--- src/hdl/pps_pkg.sv ---
// Shared types and constants for the preemptive priority scheduler.
// No dependencies; used by every module of the block.
`default_nettype none

package pps_pkg;

  localparam int DEF_SLOTS = 16;
  localparam int PCNT_W    = 5;

  localparam logic CMD_LOAD = 1'b0;
  localparam logic CMD_TICK = 1'b1;

  typedef struct packed {
    logic        cmd;
    logic [3:0]  slot;
    logic [15:0] burst;
    logic [7:0]  prio;
    logic [15:0] arrival;
  } in_t;

  typedef struct packed {
    logic [15:0] now;
    logic        run_valid;
    logic [3:0]  run_slot;
    logic        started;
    logic        preempted;
    logic [3:0]  prev_slot;
    logic        completed;
    logic        all_done;
  } res_t;

  // one slot-table entry as held in memory
  typedef struct packed {
    logic [15:0] rem;
    logic [7:0]  prio;
    logic [15:0] arrival;
  } entry_t;

endpackage

`default_nettype wire

--- src/hdl/preemptive_priority_scheduler.sv ---
// Preemptive priority scheduler: slot table in memory, sequential scan per item.
// Depends on pps_pkg and pps_slot_ram.
//
//  channel  | ports                  | handshake
//  ---------+------------------------+------------------------------------
//  command  | start, busy, item      | taken when start && !busy
//  result   | done, result           | one-cycle strobe, cannot be stalled
//  config   | cfg_we, cfg_wdata      | process_count written when cfg_we
//
// Every item (load or tick) scans the n slots in use, n = process_count capped
// at SLOTS: one memory read per slot, then the last read data is evaluated,
// the scan closes and S_FIN updates; busy holds off new items until then. The
// result strobe is registered from S_FIN and comes once the block is idle.
// Reset clears time, current slot and marks all slots finished; the memory
// itself needs no clearing pass. The receiver cannot stall.
`default_nettype none

module preemptive_priority_scheduler #(
  parameter int SLOTS = pps_pkg::DEF_SLOTS
) (
  input  wire logic                      clk,
  input  wire logic                      rst,
  input  wire logic                      start,
  output logic                           busy,
  input  wire pps_pkg::in_t              item,
  output logic                           done,
  output pps_pkg::res_t                  result,
  input  wire logic                      cfg_we,
  input  wire logic [pps_pkg::PCNT_W-1:0] cfg_wdata
);
  import pps_pkg::*;

  localparam int IDX_W = $clog2(SLOTS);
  localparam int CNT_W = $clog2(SLOTS + 1);

  typedef enum logic [1:0] {S_IDLE, S_SCAN, S_FIN} state_t;

  state_t             state;
  logic [PCNT_W-1:0]  process_count;
  logic [SLOTS-1:0]   finished;
  logic [IDX_W-1:0]   current_slot;
  logic               current_valid;
  logic [15:0]        clock_time;

  logic               is_tick;
  logic [CNT_W-1:0]   scan_idx;
  logic               eval_vld;
  logic [IDX_W-1:0]   eval_idx;
  logic [CNT_W-1:0]   unf_cnt;
  logic               found;
  logic [IDX_W-1:0]   best_idx;
  entry_t             best;

  logic [CNT_W-1:0]   n_use;
  logic               accept;
  logic               load_ok;
  logic [15:0]        rem_next;
  logic               fin_completed;
  logic               fin_started;
  res_t               result_next;

  logic               ram_we;
  logic [IDX_W-1:0]   ram_waddr;
  entry_t             ram_wdata;
  logic               ram_re;
  entry_t             ram_rdata;

  assign busy    = (state != S_IDLE);
  assign accept  = start && !busy;
  assign load_ok = accept && (item.cmd == CMD_LOAD) && (32'(item.slot) < SLOTS);

  always_comb begin
    if (32'(process_count) > SLOTS) begin
      n_use = CNT_W'(SLOTS);
    end else begin
      n_use = CNT_W'(process_count);
    end
  end

  assign rem_next      = (best.rem != 16'd0) ? best.rem - 16'd1 : best.rem;
  assign fin_completed = found && (rem_next == 16'd0);
  assign fin_started   = !current_valid || (current_slot != best_idx);

  always_comb begin
    result_next          = '0;
    result_next.now      = clock_time;
    result_next.all_done = (unf_cnt == '0);
    if (is_tick) begin
      result_next.now      = clock_time + 16'd1;
      result_next.all_done = ((unf_cnt - CNT_W'(fin_completed)) == '0);
      if (found) begin
        result_next.run_valid = 1'b1;
        result_next.run_slot  = 4'(best_idx);
        result_next.started   = fin_started;
        if (fin_started && current_valid) begin
          result_next.preempted = 1'b1;
          result_next.prev_slot = 4'(current_slot);
        end
        result_next.completed = fin_completed;
      end
    end
  end

  // loads write at accept, tick updates write back in the final cycle
  always_comb begin
    ram_we    = 1'b0;
    ram_waddr = best_idx;
    ram_wdata = '{rem: rem_next, prio: best.prio, arrival: best.arrival};
    if (load_ok) begin
      ram_we    = 1'b1;
      ram_waddr = IDX_W'(item.slot);
      ram_wdata = '{rem: item.burst, prio: item.prio, arrival: item.arrival};
    end else if (state == S_FIN && is_tick && found) begin
      ram_we = 1'b1;
    end
  end

  assign ram_re = (state == S_SCAN) && (scan_idx < n_use);

  pps_slot_ram #(
    .DEPTH (SLOTS)
  ) u_ram (
    .clk   (clk),
    .we    (ram_we),
    .waddr (ram_waddr),
    .wdata (ram_wdata),
    .re    (ram_re),
    .raddr (scan_idx[IDX_W-1:0]),
    .rdata (ram_rdata)
  );

  always_ff @(posedge clk) begin
    if (rst) begin
      process_count <= '0;
    end else if (cfg_we) begin
      process_count <= cfg_wdata;
    end
  end

  always_ff @(posedge clk) begin
    if (rst) begin
      state         <= S_IDLE;
      finished      <= '1;
      current_slot  <= '0;
      current_valid <= 1'b0;
      clock_time    <= '0;
      done          <= 1'b0;
      eval_vld      <= 1'b0;
    end else begin
      done <= (state == S_FIN);
      unique case (state)
        S_IDLE: begin
          if (accept) begin
            is_tick  <= (item.cmd == CMD_TICK);
            scan_idx <= '0;
            eval_vld <= 1'b0;
            unf_cnt  <= '0;
            found    <= 1'b0;
            best_idx <= '0;
            if (load_ok) begin
              finished[IDX_W'(item.slot)] <= (item.burst == 16'd0);
              if (current_valid && current_slot == IDX_W'(item.slot)) begin
                current_valid <= 1'b0;
              end
            end
            state <= S_SCAN;
          end
        end
        S_SCAN: begin
          if (eval_vld && !finished[eval_idx]) begin
            unf_cnt <= unf_cnt + CNT_W'(1);
            if (is_tick && ram_rdata.arrival <= clock_time &&
                (!found || ram_rdata.prio < best.prio)) begin
              found    <= 1'b1;
              best_idx <= eval_idx;
              best     <= ram_rdata;
            end
          end
          if (scan_idx < n_use) begin
            eval_vld <= 1'b1;
            eval_idx <= scan_idx[IDX_W-1:0];
            scan_idx <= scan_idx + CNT_W'(1);
          end else begin
            eval_vld <= 1'b0;
            if (!eval_vld) begin
              state <= S_FIN;
            end
          end
        end
        S_FIN: begin
          result <= result_next;
          state  <= S_IDLE;
          if (is_tick) begin
            clock_time <= clock_time + 16'd1;
            if (found) begin
              current_slot  <= best_idx;
              current_valid <= !fin_completed;
              if (fin_completed) begin
                finished[best_idx] <= 1'b1;
              end
            end else begin
              current_valid <= 1'b0;
            end
          end
        end
        default: state <= S_IDLE;
      endcase
    end
  end

  // checks on result consistency and sequencing
  a_done_after_busy: assert property (@(posedge clk) disable iff (rst)
    done |-> $past(busy))
    else $error("result strobe without a preceding busy cycle");

  a_accept_busy: assert property (@(posedge clk) disable iff (rst)
    (start && !busy) |=> (busy && !done))
    else $error("accepted item did not make the block busy");

  a_preempt_implies_start: assert property (@(posedge clk) disable iff (rst)
    (done && result.preempted) |-> (result.started && result.run_valid))
    else $error("preemption reported without a started run");

  a_complete_implies_run: assert property (@(posedge clk) disable iff (rst)
    (done && result.completed) |-> result.run_valid)
    else $error("completion reported with no slot running");

endmodule

`default_nettype wire

--- src/hdl/pps_slot_ram.sv ---
// Slot table memory: one write port, one read port, registered read data.
// Depends on pps_pkg for the entry type.
`default_nettype none

module pps_slot_ram #(
  parameter  int DEPTH = pps_pkg::DEF_SLOTS,
  localparam int AW    = $clog2(DEPTH)
) (
  input  wire logic            clk,
  input  wire logic            we,
  input  wire logic [AW-1:0]   waddr,
  input  wire pps_pkg::entry_t wdata,
  input  wire logic            re,
  input  wire logic [AW-1:0]   raddr,
  output pps_pkg::entry_t      rdata
);
  import pps_pkg::*;

  entry_t mem [DEPTH];

  always_ff @(posedge clk) begin
    if (we) begin
      mem[waddr] <= wdata;
    end
  end

  always_ff @(posedge clk) begin
    if (re) begin
      rdata <= mem[raddr];
    end
  end

endmodule

`default_nettype wire

--- config.mk ---
export PLATFORM = sky130hd
export DESIGN_NAME = preemptive_priority_scheduler
export DESIGN_NICKNAME = d
export VERILOG_FILES = /design/src/hdl/pps_pkg.sv /design/src/hdl/preemptive_priority_scheduler.sv /design/src/hdl/pps_slot_ram.sv
export SDC_FILE = /design/constraint.sdc
export NUM_CORES = 1
export LEC_CHECK = 0
export ABC_CLOCK_PERIOD_IN_PS = 5050
export BUFFER_PORTS_ARGS = -buffer_cell sky130_fd_sc_hd__buf_4
export CORE_AREA = 3 3 291 293
export CTS_CLUSTER_SIZE = 40
export DETAILED_ROUTE_END_ITERATION = 10
export DIE_AREA = 0 0 294 296
export GPL_ROUTABILITY_DRIVEN = 0
export PLACE_DENSITY = 0.63
export RECOVER_POWER = 50
export SLEW_MARGIN = 20
export SYNTH_ARGS = -nofsm -noshare
export SYNTH_HDL_FRONTEND = slang
export SYNTH_SLANG_ARGS = --single-unit
export TNS_END_PERCENT = 20
--- constraint.sdc ---
create_clock -name clk -period 5.05 [get_ports clk]
set_input_delay 0.505 -clock clk [delete_from_list [all_inputs] [get_ports clk]]
set_output_delay 0.505 -clock clk [all_outputs]
set_load 0.01 [all_outputs]
==> flow_summary.yaml <==
logic_synthesis:
  yosys.area_share.simple_pct: 4.89
  synth_fa_ha_area_share_pct: 1.26
  synth_seq_area_share_pct: 73.1
  synth_nets: 1834
  synthXorXnorAreaFrac_pct: 1.33
  ys_top_cells_by_area: "edfxtp_1 70%, mux4_2 14%, dfxtp_1 2.8%"
  yosysTopAreaCellShare_pct: 70.3
  synth_top_family_by_area: "multiplexers"
  avgSynthCellArea_um2: 18.8
  synth-edff-count: 769
  synth-seq-cells: 815
  synth_top_area_cell: "edfxtp_1"
  netlist_area_um2: 32900
  synth_compound_area_share_pct: 3.35
  async_reset_ff_share_pct: 0
  synth_cell_types: 62
  synthCells: 1747
  synthMuxAreaShare_pct: 14.4
  synthFlopType: "edfxtp_1"
  yosysWarningCount: 0
clock_network:
  cts-buffers-inserted: 84
  clock_tree.buffer_depth: 3
  cts-root-buf: "clkbuf_16"
  clk_pin_slew_worst_paths_ps: 60
  postCtsSetupRepairBufs: 0
  cts_max_level: 3
  clkLatencyLatePin_ps: 640
  cts.sinks: 815
  cts_resized: 0
  cts_tree: "built"
  cts_hold_buf: 0
worst_setup_path:
  cpPeakStageDelay_ps: 810
  critPathCaptureType: "register"
  r2r.worst_path.cells: 7
  worstReg2RegStart: "is_tick"
  critPathMostFrequentCell: "buf_4"
  critPathKind: "reg -> reg"
  crit_path_start_kind: "register"
  cp.arrival_ps: 4370
  r2r_slack_ps: 980
  worstReg2RegEnd: "u_ram.mem[3][14]"
  path_buf_inv: 3
  crit_chain: "clkbuf_1 -> nand2_1 -> nor2_1 -> buf_4 -> a31oi_1 -> nor2_4 -> buf_4"
  worst_path_max_delay_cell: "clkbuf_1"
  path_delay_family: "simple AND/OR/NAND/NOR gates"
  required_ps: 5350
  cp_max_fo: 25
cells_and_area:
  mostFrequentLayoutCells: "769 x edfxtp_1, 205 x mux4_2, 106 x nand2_1"
  area_delta_synth_final_pct: 14.4
  layout_commonest_cell: "edfxtp_1"
  antenna_cells: 0
  final_nets: 1967
  stdcell_count: 3017
  drive_above_1_share_pct: 23.7
  final_area_um2: 37600
timing:
  relSlewSlack_pct: -151
  slew_viol_final: 167
  worstMarginPinSlew_ps: 3770
  rsz0062_at_grt: "false"
  fin_crit_sh_pct: 80.6
  fmax_mhz: 246
  finalHoldViolations: 0
  finalSetupTns_ps: 0
  setup_viol: 0
  finalCriticalPeriod_ps: 4070
  finClkSkew_ps: 51.4
floorplan:
  ioPinCount: 85
  coreArea_um2: 82100
  die_y_um: 296
  initial_core_util_pct: 40.0
  die_x_um: 294
  std_cell_rows: 105
  die_area_um2: 87000
place:
  numPortBuffers: 84
  detailed_place_hpwl_um: 45200
  placed_cell_area_um2: 35100
  place_inst: 2863
min_path:
  hold_path_end: "process_count[3]"
  min_from: "cfg_wdata[3]"
  hold_depth: 3
  hold_class: "in -> reg"
route:
  wl_met1_um: 33300
  drt.antenna.violating_nets: 0
  drt-wirelength-per-cell_um: 25.0
  wl_met3_um: 5030
  dr.pass1.iters: 5
  met2_length_um: 35600
  top_layer_used: "met4"
  post_drt_via_cell_ratio: 5.59
  drt_wl_total_um: 75500
  vias: 16880
  drtIter0Drc: 1639
  drc: 0
global_routing:
  grt_pass1_wl_um: 113000
  grt_pass1_vias: 17224
  grt_remaining_overflow: 0
  grt_max_degree: 161
  antenna_found_initial: 1
  grt.total_usage_pct: 17.5
status:
  failed_checks: "max-capacitance violations, max-slew violations"
  outcome: "complete, but fails checks"
power:
  power_density_nw_per_um2: 387
  total_leakage_power_nw: 12.0
  ir_drop_uv: 220
  finalPower_w: 0.0146
run:
  maxCapViolCount: 6
worst max-delay path by stage:
| stage | start | to | depth (start not counted) |
|---|---|---|---|
| 3_3_place_gp | start | u_ram.mem[10][21] | 6 |
| 3_5_place_dp | start | u_ram.mem[10][20] | 6 |
| 6_report | is_tick | u_ram.mem[3][14] | 7 |
| 2_1_floorplan | eval_idx[0] | best[0] | 5 |
| 4_1_cts | state[0] | u_ram.mem[10][13] | 5 |
| 5_1_grt | is_tick | u_ram.mem[3][3] | 7 |
cell usage after synthesis, types with 4 or more instances:
| cell type | instances |
|---|---|
| nor2b_1 | 9 |
| clkbuf_1 | 63 |
| dfxtp_1 | 46 |
| nor4_1 | 13 |
| and2_1 | 14 |
| nand2b_1 | 9 |
| buf_1 | 18 |
| nor3_1 | 18 |
| nand4_1 | 13 |
| a211oi_1 | 4 |
| edfxtp_1 | 769 |
| a21oi_1 | 50 |
| nand3_1 | 17 |
| xor2_1 | 13 |
| o211ai_1 | 4 |
| o221ai_2 | 11 |
| a31o_2 | 5 |
| mux2i_1 | 11 |
| mux4_2 | 205 |
| nand2_1 | 106 |
| o21ai_0 | 33 |
| xnor2_1 | 37 |
| or3_1 | 4 |
| a21o_1 | 17 |
| o31ai_1 | 5 |
| inv_1 | 47 |
| nor2_1 | 106 |
| a31oi_1 | 8 |
| ha_1 | 33 |
| and3_1 | 10 |
| nor3b_1 | 4 |
tightest hold or removal path, stage by stage:
cell and delay (ps):
buf_4 80, mux2i_1 60, nor2_1 70
routing by layer:
layer	global-route usage (%)	vias up
li1	-	7277
met1	25.5	8858
met2	27.3	625
met3	3.36	120
met4	4.26	0
met5	0	-
sequential cells by signal, summed over array words and instances, names as in the netlist:
name,flops
eval_vld,1
finished,16
u_ram.rdata,40
scan_idx,5
result,29
best_idx,4
state,2
unf_cnt,5
found,1
eval_idx,4
done,1
current_slot,4
u_ram.mem,640
best,40
is_tick,1
current_valid,1
clock_time,16
process_count,5
area by class of cell:
cell class | instances | area [um^2]
Timing Repair Buffer | 136 | 938
Multi-Input combinational cell | 796 | 8430
Clock buffer | 107 | 2260
Clock inverter | 46 | 448
Sequential cell | 815 | 24000
Fill cell | 6906 | 44500
Tap cell | 1070 | 1340
Inverter | 47 | 176
kinds of logic after synthesis:
kind of cell               count (synthesis)
AOI/OAI and AO/OA                        157
adders and majority gates                 33
xor gates and xnor gates                  50
muxes                                    217
DFF                                      815
and+or+nand+nor                          339
buffers and inverters                    136
stage by stage:
| step | utilization (%) | worst slack (ps) | hold slack [ps] |
|---|---|---|---|
| 3_3_place_gp | 42.7 | 1260 | 406 |
| 4_1_cts | 46.0 | 1250 | 113 |
| 5_1_grt | 45.8 | 678 | 149 |
| 6_report | 45.8 | 978 | 161 |
| 3_5_place_dp | 42.7 | 1170 | 405 |
| 2_1_floorplan | - | 124 | 400 |
where the power goes:
group	switching, W	internal (W)	leakage [nW]
Sequential	0.0000504	0.00752	7.33
Combinational	0.000543	0.000389	3.31
Clock	0.00252	0.00353	1.33
Total	0.00312	0.0114	12.0
No activity file was read; power rests on OpenSTA's default activity.
